--- config.mk ---
export PLATFORM = sky130hd
export DESIGN_NAME = prufer_sequence_decoder
export DESIGN_NICKNAME = d
export VERILOG_FILES = /design/src/rtl/core/pfd_pkg.sv /design/src/rtl/core/pfd_front.sv /design/src/rtl/core/pfd_back.sv /design/src/rtl/core/pfd_out_fifo.sv /design/src/rtl/core/prufer_sequence_decoder.sv
export SDC_FILE = /design/constraint.sdc
export NUM_CORES = 1
export LEC_CHECK = 0
export BUFFER_PORTS_ARGS = -buffer_cell sky130_fd_sc_hd__buf_2
export CAP_MARGIN = 20
export CORE_ASPECT_RATIO = 1.2
export CORE_MARGIN = 2
export CORE_UTILIZATION = 60
export DETAILED_ROUTE_END_ITERATION = 10
export PLACE_DENSITY = 0.76
export SLEW_MARGIN = 20
export SYNTH_ARGS = -nofsm -noshare
export SYNTH_HDL_FRONTEND = slang
export SYNTH_SLANG_ARGS = --single-unit
--- constraint.sdc ---
create_clock -name clk -period 6.5 [get_ports clk]
set_input_delay 0.325 -clock clk [delete_from_list [all_inputs] [get_ports clk]]
set_output_delay 0.325 -clock clk [all_outputs]
set_load 0.02 [all_outputs]
--- src/rtl/core/pfd_pkg.sv ---
// Shared types and constants for the Prufer sequence decoder.
`timescale 1ns / 1ps
package pfd_pkg;

  // Vertex labels on the ports and the vertex-count register width
  localparam int VERT_W = 5;
  localparam int NV_W   = 6;

  // Default vertex capacity and register reset value
  localparam int          MAX_VERTICES_DEF = 32;
  localparam logic [NV_W-1:0] NV_RESET     = 6'd32;

  // Input item kinds
  localparam logic KIND_LOAD   = 1'b0;
  localparam logic KIND_DECODE = 1'b1;

  // Queue depths between the parts
  localparam int CQ_DEPTH = 2;
  localparam int OQ_DEPTH = 4;

  // Input beat
  typedef struct packed {
    logic              kind;
    logic [VERT_W-1:0] code;
  } in_beat_t;

  // Result beat
  typedef struct packed {
    logic [VERT_W-1:0] leaf_vertex;
    logic [VERT_W-1:0] joined_vertex;
    logic              last_edge;
    logic              bad_sequence;
  } out_beat_t;

  // Classified command handed from front to back
  typedef struct packed {
    logic              is_decode;
    logic [VERT_W-1:0] code;
    logic              code_bad;
  } cmd_t;

  // Back-end status
  typedef struct packed {
    logic busy;
  } back_status_t;

endpackage

--- src/rtl/core/pfd_front.sv ---
// Front end: accepts input beats, classifies them and queues commands.
`timescale 1ns / 1ps
module pfd_front import pfd_pkg::*; #(
  parameter int MAX_VERTICES = MAX_VERTICES_DEF
) (
  input  logic     clk,
  input  logic     rst_n,
  input  logic     push,
  output logic     full,
  input  in_beat_t in_data,
  output logic     cmd_valid,
  output cmd_t     cmd,
  input  logic     cmd_pop
);

  localparam int CQ_PTR_W = (CQ_DEPTH > 1) ? $clog2(CQ_DEPTH) : 1;
  localparam int CQ_CNT_W = $clog2(CQ_DEPTH + 1);

  cmd_t                q_r [CQ_DEPTH];
  logic [CQ_PTR_W-1:0] wr_ptr_r, wr_ptr_nxt;
  logic [CQ_PTR_W-1:0] rd_ptr_r, rd_ptr_nxt;
  logic [CQ_CNT_W-1:0] cnt_r, cnt_nxt;
  cmd_t                cmd_in;
  logic                do_push;
  logic                do_pop;

  // Classify: decode vs load, and flag labels past the vertex capacity
  always_comb begin
    cmd_in.is_decode = (in_data.kind == KIND_DECODE);
    cmd_in.code      = in_data.code;
    cmd_in.code_bad  = (NV_W'(in_data.code) >= NV_W'(MAX_VERTICES));
  end

  assign full      = (cnt_r == CQ_CNT_W'(CQ_DEPTH));
  assign cmd_valid = (cnt_r != '0);
  assign cmd       = q_r[rd_ptr_r];
  assign do_push   = push && !full;
  assign do_pop    = cmd_pop && cmd_valid;

  // Pointer and fill bookkeeping
  always_comb begin
    wr_ptr_nxt = do_push ? CQ_PTR_W'(wr_ptr_r + CQ_PTR_W'(1)) : wr_ptr_r;
    rd_ptr_nxt = do_pop  ? CQ_PTR_W'(rd_ptr_r + CQ_PTR_W'(1)) : rd_ptr_r;
    cnt_nxt    = cnt_r;
    if (do_push && !do_pop) begin
      cnt_nxt = cnt_r + CQ_CNT_W'(1);
    end else if (do_pop && !do_push) begin
      cnt_nxt = cnt_r - CQ_CNT_W'(1);
    end
  end

  always_ff @(posedge clk) begin
    if (!rst_n) begin
      wr_ptr_r <= '0;
      rd_ptr_r <= '0;
      cnt_r    <= '0;
    end else begin
      wr_ptr_r <= wr_ptr_nxt;
      rd_ptr_r <= rd_ptr_nxt;
      cnt_r    <= cnt_nxt;
    end
  end

  // Queue storage
  always_ff @(posedge clk) begin
    if (do_push) begin
      q_r[wr_ptr_r] <= cmd_in;
    end
  end

endmodule

--- src/rtl/core/pfd_back.sv ---
// Back end: code store, occurrence counts and the one-edge-per-cycle decoder, stalled while the result queue is full.
`timescale 1ns / 1ps
module pfd_back import pfd_pkg::*; #(
  parameter int MAX_VERTICES = MAX_VERTICES_DEF
) (
  input  logic            clk,
  input  logic            rst_n,
  input  logic [NV_W-1:0] cfg_num_vertices,
  input  logic            cmd_valid,
  input  cmd_t            cmd,
  output logic            cmd_pop,
  output logic            res_push,
  output out_beat_t       res,
  input  logic            res_full,
  output back_status_t    st
);

  localparam int STORE_DEPTH = MAX_VERTICES - 2;
  localparam int CNT_W       = $clog2(MAX_VERTICES);
  localparam int VIDX_W      = $clog2(MAX_VERTICES);
  localparam int AW          = (STORE_DEPTH > 2) ? $clog2(STORE_DEPTH) : 1;
  localparam int MEM_DEPTH   = 1 << AW;

  typedef enum logic [3:0] {
    S_IDLE  = 4'b0001,
    S_BUILD = 4'b0010,
    S_STEP  = 4'b0100,
    S_LAST  = 4'b1000
  } bstate_t;

  bstate_t                  state_r, state_nxt;
  logic [CNT_W-1:0]         cnt_r, cnt_nxt;
  logic                     err_r, err_nxt;
  logic [VIDX_W-1:0]        maxc_r, maxc_nxt;
  logic [MAX_VERTICES-1:0]  leaf_r, leaf_nxt;
  logic [CNT_W-1:0]         idx_r, idx_nxt;
  logic [NV_W-1:0]          n_r, n_nxt;
  logic [CNT_W-1:0]         occ_r [MAX_VERTICES];

  logic [VIDX_W-1:0]        mem [MEM_DEPTH];
  logic [VIDX_W-1:0]        rd_data_r;
  logic [AW-1:0]            rd_addr;
  logic                     mem_we;

  logic                     occ_we;
  logic [VIDX_W-1:0]        occ_widx;
  logic [CNT_W-1:0]         occ_wval;
  logic                     clear;

  logic [NV_W-1:0]          n_clamp;
  logic [NV_W-1:0]          m_val;
  logic                     is_bad;
  logic [MAX_VERTICES-1:0]  zmask;
  logic [VIDX_W-1:0]        lo_idx;
  logic [VIDX_W-1:0]        hi_idx;
  logic [VIDX_W-1:0]        ld_idx;
  logic [CNT_W-1:0]         occ_dec;
  logic                     room;

  assign st.busy = (state_r != S_IDLE);
  assign room    = !res_full;

  // Vertex count clamped to the supported range
  always_comb begin
    if (cfg_num_vertices < NV_W'(2)) begin
      n_clamp = NV_W'(2);
    end else if (cfg_num_vertices > NV_W'(MAX_VERTICES)) begin
      n_clamp = NV_W'(MAX_VERTICES);
    end else begin
      n_clamp = cfg_num_vertices;
    end
  end

  // Sequence check against the latched vertex count
  assign m_val  = n_r - NV_W'(2);
  assign is_bad = err_r || (NV_W'(cnt_r) != m_val) || (NV_W'(maxc_r) >= n_r);

  // Initial leaves: in-range vertices that never occur in the sequence
  always_comb begin
    for (int i = 0; i < MAX_VERTICES; i++) begin
      zmask[i] = (occ_r[i] == '0) && (NV_W'(i) < n_r);
    end
  end

  // Lowest and highest leaf
  always_comb begin
    lo_idx = '0;
    for (int i = MAX_VERTICES - 1; i >= 0; i--) begin
      if (leaf_r[i]) begin
        lo_idx = VIDX_W'(i);
      end
    end
  end

  always_comb begin
    hi_idx = '0;
    for (int i = 0; i < MAX_VERTICES; i++) begin
      if (leaf_r[i]) begin
        hi_idx = VIDX_W'(i);
      end
    end
  end

  assign ld_idx  = cmd.code[VIDX_W-1:0];
  assign occ_dec = occ_r[rd_data_r] - CNT_W'(1);

  // Sequencer
  always_comb begin
    state_nxt = state_r;
    cnt_nxt   = cnt_r;
    err_nxt   = err_r;
    maxc_nxt  = maxc_r;
    leaf_nxt  = leaf_r;
    idx_nxt   = idx_r;
    n_nxt     = n_r;
    cmd_pop   = 1'b0;
    res_push  = 1'b0;
    res       = '0;
    mem_we    = 1'b0;
    occ_we    = 1'b0;
    occ_widx  = ld_idx;
    occ_wval  = '0;
    clear     = 1'b0;
    rd_addr   = idx_r[AW-1:0];

    case (state_r)
      S_IDLE: begin
        if (cmd_valid) begin
          cmd_pop = 1'b1;
          if (cmd.is_decode) begin
            n_nxt     = n_clamp;
            state_nxt = S_BUILD;
          end else if (cmd.code_bad || (cnt_r >= CNT_W'(STORE_DEPTH))) begin
            err_nxt = 1'b1;
          end else begin
            mem_we   = 1'b1;
            cnt_nxt  = cnt_r + CNT_W'(1);
            occ_we   = 1'b1;
            occ_widx = ld_idx;
            occ_wval = occ_r[ld_idx] + CNT_W'(1);
            if (ld_idx > maxc_r) begin
              maxc_nxt = ld_idx;
            end
          end
        end
      end

      S_BUILD: begin
        rd_addr = '0;
        if (room) begin
          if (is_bad) begin
            res_push           = 1'b1;
            res.last_edge      = 1'b1;
            res.bad_sequence   = 1'b1;
            clear              = 1'b1;
            state_nxt          = S_IDLE;
          end else begin
            leaf_nxt  = zmask;
            idx_nxt   = '0;
            state_nxt = (m_val == '0) ? S_LAST : S_STEP;
          end
        end
      end

      S_STEP: begin
        if (room) begin
          res_push          = 1'b1;
          res.leaf_vertex   = VERT_W'(lo_idx);
          res.joined_vertex = VERT_W'(rd_data_r);
          occ_we            = 1'b1;
          occ_widx          = rd_data_r;
          occ_wval          = occ_dec;
          // retire the leaf; the code joins the leaves once its count hits zero
          leaf_nxt = leaf_r & ~(MAX_VERTICES'(1) << lo_idx);
          if (occ_dec == '0) begin
            leaf_nxt = leaf_nxt | (MAX_VERTICES'(1) << rd_data_r);
          end
          idx_nxt = idx_r + CNT_W'(1);
          rd_addr = idx_nxt[AW-1:0];
          if (NV_W'(idx_nxt) == m_val) begin
            state_nxt = S_LAST;
          end
        end
      end

      S_LAST: begin
        if (room) begin
          // exactly two leaves remain here
          res_push          = 1'b1;
          res.leaf_vertex   = VERT_W'(lo_idx);
          res.joined_vertex = VERT_W'(hi_idx);
          res.last_edge     = 1'b1;
          clear             = 1'b1;
          state_nxt         = S_IDLE;
        end
      end

      default: begin
        state_nxt = S_IDLE;
      end
    endcase

    if (clear) begin
      cnt_nxt  = '0;
      err_nxt  = 1'b0;
      maxc_nxt = '0;
    end
  end

  // Control registers
  always_ff @(posedge clk) begin
    if (!rst_n) begin
      state_r <= S_IDLE;
      cnt_r   <= '0;
      err_r   <= 1'b0;
      maxc_r  <= '0;
    end else begin
      state_r <= state_nxt;
      cnt_r   <= cnt_nxt;
      err_r   <= err_nxt;
      maxc_r  <= maxc_nxt;
    end
  end

  // Working registers
  always_ff @(posedge clk) begin
    leaf_r <= leaf_nxt;
    idx_r  <= idx_nxt;
    n_r    <= n_nxt;
  end

  // Occurrence counts, cleared by reset and at the end of every decode
  always_ff @(posedge clk) begin
    if (!rst_n || clear) begin
      for (int i = 0; i < MAX_VERTICES; i++) begin
        occ_r[i] <= '0;
      end
    end else if (occ_we) begin
      occ_r[occ_widx] <= occ_wval;
    end
  end

  // Code store: written at the fill count, read one step ahead
  always_ff @(posedge clk) begin
    if (mem_we) begin
      mem[cnt_r[AW-1:0]] <= ld_idx;
    end
    rd_data_r <= mem[rd_addr];
  end

endmodule

--- src/rtl/core/pfd_out_fifo.sv ---
// Result queue between the decoder and the output port.
`timescale 1ns / 1ps
module pfd_out_fifo import pfd_pkg::*; (
  input  logic      clk,
  input  logic      rst_n,
  input  logic      wr_en,
  input  out_beat_t wr_data,
  output logic      full,
  output logic      empty,
  input  logic      pop,
  output out_beat_t rd_data
);

  localparam int OQ_PTR_W = (OQ_DEPTH > 1) ? $clog2(OQ_DEPTH) : 1;
  localparam int OQ_CNT_W = $clog2(OQ_DEPTH + 1);

  out_beat_t           q_r [OQ_DEPTH];
  logic [OQ_PTR_W-1:0] wr_ptr_r, wr_ptr_nxt;
  logic [OQ_PTR_W-1:0] rd_ptr_r, rd_ptr_nxt;
  logic [OQ_CNT_W-1:0] cnt_r, cnt_nxt;
  logic                do_push;
  logic                do_pop;

  assign full    = (cnt_r == OQ_CNT_W'(OQ_DEPTH));
  assign empty   = (cnt_r == '0);
  assign rd_data = q_r[rd_ptr_r];
  assign do_push = wr_en && !full;
  assign do_pop  = pop && !empty;

  // Pointer and fill bookkeeping
  always_comb begin
    wr_ptr_nxt = do_push ? OQ_PTR_W'(wr_ptr_r + OQ_PTR_W'(1)) : wr_ptr_r;
    rd_ptr_nxt = do_pop  ? OQ_PTR_W'(rd_ptr_r + OQ_PTR_W'(1)) : rd_ptr_r;
    cnt_nxt    = cnt_r;
    if (do_push && !do_pop) begin
      cnt_nxt = cnt_r + OQ_CNT_W'(1);
    end else if (do_pop && !do_push) begin
      cnt_nxt = cnt_r - OQ_CNT_W'(1);
    end
  end

  always_ff @(posedge clk) begin
    if (!rst_n) begin
      wr_ptr_r <= '0;
      rd_ptr_r <= '0;
      cnt_r    <= '0;
    end else begin
      wr_ptr_r <= wr_ptr_nxt;
      rd_ptr_r <= rd_ptr_nxt;
      cnt_r    <= cnt_nxt;
    end
  end

  // Queue storage
  always_ff @(posedge clk) begin
    if (do_push) begin
      q_r[wr_ptr_r] <= wr_data;
    end
  end

endmodule

--- src/rtl/core/prufer_sequence_decoder.sv ---
// Top level of the Prufer sequence decoder: config register, front, back, result queue.
//
//   channel   ports                      beat type    accepted when
//   input     push, full, in_data        in_beat_t    push && !full
//   result    empty, pop, out_data       out_beat_t   pop && !empty
//   config    cfg_we, cfg_wdata          6-bit value  cfg_we
//
// A load beat is taken by the idle back end; loads stream at one per cycle while it is idle.
// A decode beat passes an issue step and a check step; the single engine then emits the
// tree's edges on n vertices, one per cycle unless stalled; a rejected sequence yields only
// the bad-sequence beat from the check step. Loads queued behind a decode wait.
// Synchronous active-low reset clears the counts, queues and register (n = 32).
// A full result queue stalls the decoder; a full command queue raises full.
`timescale 1ns / 1ps
module prufer_sequence_decoder import pfd_pkg::*; #(
  parameter int MAX_VERTICES = MAX_VERTICES_DEF
) (
  input  logic            clk,
  input  logic            rst_n,
  input  logic            cfg_we,
  input  logic [NV_W-1:0] cfg_wdata,
  input  logic            push,
  output logic            full,
  input  in_beat_t        in_data,
  output logic            empty,
  input  logic            pop,
  output out_beat_t       out_data
);

  logic [NV_W-1:0] num_vertices_r;
  logic            cmd_valid;
  cmd_t            cmd;
  logic            cmd_pop;
  logic            res_push;
  out_beat_t       res;
  logic            res_full;
  back_status_t    st;

  // Vertex-count register
  always_ff @(posedge clk) begin
    if (!rst_n) begin
      num_vertices_r <= NV_RESET;
    end else if (cfg_we) begin
      num_vertices_r <= cfg_wdata;
    end
  end

  pfd_front #(
    .MAX_VERTICES(MAX_VERTICES)
  ) u_front (
    .clk      (clk),
    .rst_n    (rst_n),
    .push     (push),
    .full     (full),
    .in_data  (in_data),
    .cmd_valid(cmd_valid),
    .cmd      (cmd),
    .cmd_pop  (cmd_pop)
  );

  pfd_back #(
    .MAX_VERTICES(MAX_VERTICES)
  ) u_back (
    .clk             (clk),
    .rst_n           (rst_n),
    .cfg_num_vertices(num_vertices_r),
    .cmd_valid       (cmd_valid),
    .cmd             (cmd),
    .cmd_pop         (cmd_pop),
    .res_push        (res_push),
    .res             (res),
    .res_full        (res_full),
    .st              (st)
  );

  pfd_out_fifo u_out_fifo (
    .clk    (clk),
    .rst_n  (rst_n),
    .wr_en  (res_push),
    .wr_data(res),
    .full   (res_full),
    .empty  (empty),
    .pop    (pop),
    .rd_data(out_data)
  );

`ifndef SYNTH
  // Decoder never writes a full result queue
  a_no_push_full: assert property (@(posedge clk) disable iff (!rst_n)
    res_push |-> !res_full)
    else $error("result pushed into full queue");

  // Back end only takes commands that are there
  a_pop_valid: assert property (@(posedge clk) disable iff (!rst_n)
    cmd_pop |-> cmd_valid)
    else $error("command popped from empty queue");

  // The closing beat of a decode returns the back end to idle
  a_last_idle: assert property (@(posedge clk) disable iff (!rst_n)
    (res_push && res.last_edge) |=> !st.busy)
    else $error("decoder busy after last edge");

  // No results while idle
  a_idle_quiet: assert property (@(posedge clk) disable iff (!rst_n)
    !st.busy |-> !res_push)
    else $error("result pushed while idle");
`endif

endmodule

==> impl_metrics.tcl, run 1 <==
set metrics [dict create \
    status "complete, no violations" \
    post_drt_wl_per_cell_um 26.6 \
    grt_pass1_wl_um 108000 \
    finalSetupViolations 0 \
    fp.dieH_um 222 \
    synth_cells 2158 \
    port_buffers 30 \
    ir_worst_vdd_mv 0.236 \
    async_reset_ff_share_pct 0 \
    max_freq_mhz 210 \
    synth-simple-area-share_pct 19.1 \
    synth_top_family_by_area "simple AND/OR/NAND/NOR gates" \
    clock_latency_ns 0.59 \
    clock-sinks 463 \
    tightest_slew_ns 1.25 \
    powerDensity_nw_per_um2 343 \
    postCtsSetupRepairBufs 0 \
    grt_usage_pct 35.4 \
    io_pins 31 \
    finalHoldViolCount 0 \
    drc 0 \
    cts_buffers 46 \
    finClkSkew_ns 0.0250 \
    vias 18302 \
    synth.avg_cell_area_um2 11.0 \
    via_per_inst 6.72 \
    synthFlopType "edfxtp_1" \
    ctsHoldBuffers 9 \
    cts.path.max_buffers 3 \
    end_kind "register" \
    fillCellCount 2934 \
    rsz0062_at_grt "false" \
    crit_type "register to register" \
    gp_congestion 1.05 \
    antenna_found_initial 1 \
    cts_root_buffer "clkbuf_16" \
    layout_setup_ws_ns 1.73 \
    fin_crit_sh_pct 73.4 \
    core_um2 38900 \
    timing.max_cap.violations 0 \
    ant_nets 0 \
    drt_iter0_drc 2390 \
    synth-edff-count 423 \
    synth-xor-area-share_pct 1.33 \
    grt_max_degree 57 \
    dr.pass1.iters 6 \
    place_ws_ns 1.84 \
    clk_pin_slew_worst_paths_ns 0.07 \
    syn_to_final_growth_pct 9.54 \
    grt_pass1_vias 17746 \
    cts_tree "done" \
    muxShareOfSynthArea_pct 9.11 \
    drive_gt1_share_pct 10.8 \
    critPathMaxFanout 17 \
    slew_violations 0 \
    worst_ep_arrival_time_ns 5.29 \
    htreeDepth 2 \
    yosysWarnings 0 \
    wl_um 72300 \
    dp_hpwl_um 51600 \
    ys_ff_latch 463 \
    cts-resized-gates 0 \
    tns_ns 0 \
    row_count 79 \
    start_util_pct 61.0 \
    leakagePower_nw 8.99 \
    hold_class "input port to register" \
    worstSetupStartpointType "register" \
    netlist_area_um2 23800 \
    synth_compound_area_share_pct 8.87 \
    dieArea_um2 41200 \
    synth_cell_types 79 \
    synth_adder_area_share_pct 1.45 \
    nets 2204 \
    synth_seq_area_share_pct 56.8 \
    dieWidth_um 186 \
    min_period_ns 4.77 \
    cp.required_ns 7.02 \
    slew_headroom_pct 16.1 \
    gr-total-overflow 0 \
]
==> sequential cells by signal, summed over array words and instances, names as in the netlist, named ones only <==
register             flops
u_back.rd_data_r         5
num_vertices_r           6
u_back.leaf_r           32
u_back.cnt_r             5
u_front.cnt_r            2
u_back.mem             160
u_out_fifo.wr_ptr_r      2
u_front.rd_ptr_r         1
u_back.err_r             1
u_front.wr_ptr_r         1
u_out_fifo.q_r          48
u_back.n_r               6
u_out_fifo.cnt_r         3
u_out_fifo.rd_ptr_r      2
u_back.maxc_r            5
u_back.idx_r             5
u_back.state_r           4
u_front.q_r             12
u_back.occ_r           160
==> final timing paths <==
| kind | slack, ns | endpoint | cells after the start | from |
|---|---|---|---|---|
| hold reg to reg | 0.51 | u_back.err_r$_SDFFE_PP0P_ | 2 | u_back.err_r$_SDFFE_PP0P_ |
| setup reg to reg | 1.73 | u_out_fifo.cnt_r[2]$_SDFFE_PN0P_ | 16 | u_back.n_r[1]$_SDFFCE_PP1P_ |
| setup / recovery | 1.73 | u_out_fifo.cnt_r[2]$_SDFFE_PN0P_ | 16 | u_back.n_r[1]$_SDFFCE_PP1P_ |
| hold / removal | 0.02 | num_vertices_r[2]$_SDFFE_PN0P_ | 3 | cfg_wdata[2] |
==> placed cells by master (no fill, tap or decap), types with 20 or more instances in the layout <==
cell type	count
a21oi_1	43
a22oi_1	20
a311oi_1	20
a31oi_1	32
and3_1	20
buf_2	30
buf_4	39
clkbuf_16	46
dfxtp_1	38
edfxtp_1	423
ha_1	26
inv_1	41
mux2i_1	89
mux4_2	50
nand2_1	362
nand3_1	134
nor2_1	292
nor3_1	35
o21ai_0	44
o31ai_1	22
or3_1	28
or4_1	41
==> synthesized netlist by cell type (6+ instances only) <==
cell	n	area (µm²)
a211oi_1	8	60.1
a22oi_1	21	158
a311oi_1	21	184
buf_6	9	101
a221oi_1	6	52.6
buf_1	10	37.5
clkbuf_1	70	263
o31ai_1	23	173
dfxtp_1	40	801
o22ai_1	10	62.6
and2_1	10	62.6
xor2_1	19	166
nand3_1	134	671
a21o_1	6	45.0
nand4_1	10	62.6
nand2_1	362	1360
o21ai_0	44	220
mux4_2	50	1130
nor2_1	292	1100
mux2i_1	92	921
and3_1	20	125
o32ai_1	6	52.6
inv_1	41	154
a2111oi_0	8	70.1
a31oi_1	32	200
xnor2_1	17	149
nor4_1	18	113
or3_1	28	175
o211ai_1	16	120
buf_2	35	175
a21oi_1	47	235
ha_1	26	325
or4_1	41	308
o311ai_0	11	96.3
edfxtp_1	423	12700
nor3_1	36	180
a21boi_0	6	45.0
nand2b_1	12	75.1
nor2b_1	21	131
==> cell type report <==
type	count	area (µm²)	share of cell area (%)
well taps	526	658	2.53
clock buffers	52	1170	4.51
diodes	2	5.00	0.0192
flip-flops and latches	463	13500	51.9
multi-input cells	1525	9580	36.8
clock inverters	32	372	1.43
repair buffers	79	553	2.13
inverters	45	169	0.649
==> report_power, final <==
group          internal, mW  switching (mW)
logic                 0.814            1.54
clock network          1.56            1.16
registers              3.56           0.300
==> critical path, cell delays in order (launching register included) <==
cell and delay [ns]:
edfxtp_1 0.88, inv_1 0.24, ha_1 0.36, a21o_1 0.16, a21o_1 0.17, a21o_1 0.17
a311oi_1 0.51, nor4_1 0.09, buf_4 0.19, nor3_1 0.79, inv_1 0.12, ha_1 0.25
inv_1 0.07, fa_1 0.18, xor2_1 0.07, or3_1 0.30, a21oi_1 0.14
==> per-stage QoR <==
stage                     power, mW  cells  utilization, %  instance area (µm²)  hold slack (ns)
after global routing           9.22   2722            66.8                26000           0.0292
after CTS                      8.89   2722            66.8                26000           0.0172
final                          8.93   2724            66.8                26000           0.0187
after global placement         6.13   2629            62.6                24400            0.466
after floorplan                5.40   2162               -                23800            0.387
after detailed placement       6.19   2629            62.6                24400            0.490
==> cells by family (layout without fill, tap and decap cells) <==
logic type / count (synthesis) / count (layout)
simple gates: 1007 / 1007
flops: 463 / 463
compound gates: 300 / 300
buf+inv: 174 / 208
mux: 150 / 150
xor+xnor: 36 / 36
fa+ha+maj: 27 / 27
other cells: 1 / 7
==> routing by layer <==
layer  part of all wire [%]  track usage, %  vias up
li1                       -               -     8031
met1                     37            45.5     8894
met2                     48            56.8     1087
met3                    8.7            5.34      290
met4                    7.2            21.4        0
met5                      0               0        -
Note: power is estimated with default switching activity, not from simulation.
==> run 2, diff against run 1 <==
CORE_UTILIZATION = 58   (was 60)
PLACE_DENSITY = 0.77   (was 0.76)
clock period = 4.25 ns   (was 6.5 ns; I/O delays follow)
==> run 2 against run 1 <==
  * Total power is 57% higher
  * Core utilization shrank 1.6 points
  * First-iteration DRC count fell by 0.96%
  * Clock power up 60%
  * Critical endpoint is now u_back.occ_r[20][4]$_SDFFCE_PN0P_
==> impl_metrics.tcl, run 2 (same netlist as run 1, synthesis figures left out) <==
set metrics [dict create \
    slew_violations 0 \
    drive_gt1_share_pct 11.9 \
    end_kind "register" \
    power_switching_mw 4.64 \
    syn_to_final_growth_pct 11.3 \
    gp_congestion 1.08 \
    leakagePower_nw 9.21 \
    tns_ns 0 \
    ctsHoldBuffers 15 \
    finalSetupViolations 0 \
    drc 0 \
    clk_pin_slew_worst_paths_ns 0.06 \
    dr.pass1.iters 6 \
    start_util_pct 58.6 \
    clock_latency_ns 0.62 \
    p_seq_share_pct 41.8 \
    dp_hpwl_um 51900 \
    tightest_slew_ns 1.10 \
    drt_iter0_drc 2367 \
    final_cell_mix "edfxtp_1, nand2_1, nor2_1, nand3_1, mux2i_1" \
    powerDensity_nw_per_um2 529 \
    crit_type "register to register" \
    antennaDiodeCount 0 \
    min_period_ns 4.01 \
    fin_crit_sh_pct 94.2 \
    grt_max_degree 62 \
    layout_setup_ws_ns 0.245 \
    fillCellCount 3039 \
    p_clk_share_pct 31.1 \
    grt_usage_pct 34.4 \
    post_drt_wl_per_cell_um 26.3 \
    hold_class "input port to register" \
    vias 18635 \
    place_ws_ns 0.517 \
    htreeDepth 2 \
    wl_um 73000 \
    comb_power_share_pct 27.1 \
    cts_tree "done" \
    ir_worst_vdd_mv 0.392 \
    cts-resized-gates 0 \
    slew_headroom_pct 26.8 \
    cts_buffers 46 \
    io_pins 31 \
    critPathMaxFanout 24 \
    grt_pass1_vias 17874 \
    dieArea_um2 42600 \
    gr-total-overflow 0 \
    nets 2241 \
    grt_pass1_wl_um 109000 \
    max_freq_mhz 250 \
    cts_root_buffer "clkbuf_16" \
    final_common_cell "edfxtp_1" \
    postCtsSetupRepairBufs 0 \
    port_buffers 30 \
    rsz0062_at_grt "false" \
    cp.required_ns 4.59 \
    ant_nets 0 \
    worstSetupStartpointType "register" \
    finalHoldViolCount 0 \
    timing.max_cap.violations 0 \
    fp.dieH_um 226 \
    worst_ep_arrival_time_ns 4.34 \
    via_per_inst 6.72 \
    cell_internal_pwr_mw 9.36 \
    core_um2 40500 \
    antenna_found_initial 4 \
    dieWidth_um 189 \
    p_sw_share_pct 33.1 \
    row_count 81 \
    status "complete, no violations" \
    clock-sinks 463 \
    finClkSkew_ns 0.0348 \
    cts.path.max_buffers 3 \
]
run 2: changes by cell type in the layout (fill, tap and decap cells not counted), moves of 2 or more:
cell | previous run | this run
buf_12 | 1 | 6
buf_4 | 39 | 65
bufinv_16 | 6 | 9
diode_2 | 2 | 0
dlygate4sd3_1 | 9 | 15
nor2b_1 | 19 | 21
nor2b_2 | 2 | 0
run 2: area by class of cell:
cell class / count / area, µm² / share of cell area (%)
Sequential cell: 463 / 13500 / 51.1
Inverter: 45 / 169 / 0.639
Clock inverter: 32 / 434 / 1.64
Tap cell: 539 / 674 / 2.55
Timing Repair Buffer: 116 / 908 / 3.43
Multi-Input combinational cell: 1525 / 9580 / 36.2
Clock buffer: 52 / 1170 / 4.44
run 2: power groups by stage:
stage | logic (mW) | registers [mW] | clock network [mW]
final | 3.79 | 5.85 | 4.36
after global routing | 4.01 | 5.87 | 4.54
after CTS | 3.70 | 5.83 | 4.39
after detailed placement | 3.67 | 5.92 | 0
after global placement | 3.60 | 5.91 | 0
after floorplan | 2.57 | 5.68 | 0
run 2: final timing paths:
path	from	to	slack (ns)	depth (start not counted)
setup / recovery	register	u_back.occ_r[20][4]$_SDFFCE_PN0P_	0.24	13
hold / removal	cfg_we	num_vertices_r[3]$_SDFFE_PN0P_	0.03	3
setup reg to reg	register	u_back.occ_r[20][4]$_SDFFCE_PN0P_	0.24	13
hold reg to reg	u_back.err_r$_SDFFE_PP0P_	u_back.err_r$_SDFFE_PP0P_	0.49	2
run 2: critical path: stages, from the launching register on:
cell	delay (ns)
dfxtp_1	0.43
buf_4	0.22
mux2i_4	0.58
buf_12	0.26
mux2i_1	0.09
mux2_2	0.27
o22ai_1	0.47
or3_1	0.27
ha_1	0.21
o211ai_1	0.11
xnor2_1	0.18
a22oi_2	0.32
buf_12	0.22
nor2_1	0.07
run 2: routing by layer:
metal,part of all wire [%],GRT usage [%]
met2,47,55.6
met3,9.9,6.96
met5,0.060,0
met1,36,42.7
met4,6.9,21.3
run 2: through the flow:
stage	power (mW)	utilization [%]	area, µm²	cells	hold WS (ns)
2_1_floorplan	8.25	-	23800	2162	0.274
3_3_place_gp	9.51	60.9	24700	2673	0.405
3_5_place_dp	9.59	60.9	24700	2673	0.418
4_1_cts	13.9	65.2	26400	2772	0.00661
5_1_grt	14.4	65.2	26400	2772	0.0414
6_report	14.0	65.2	26400	2772	0.0266
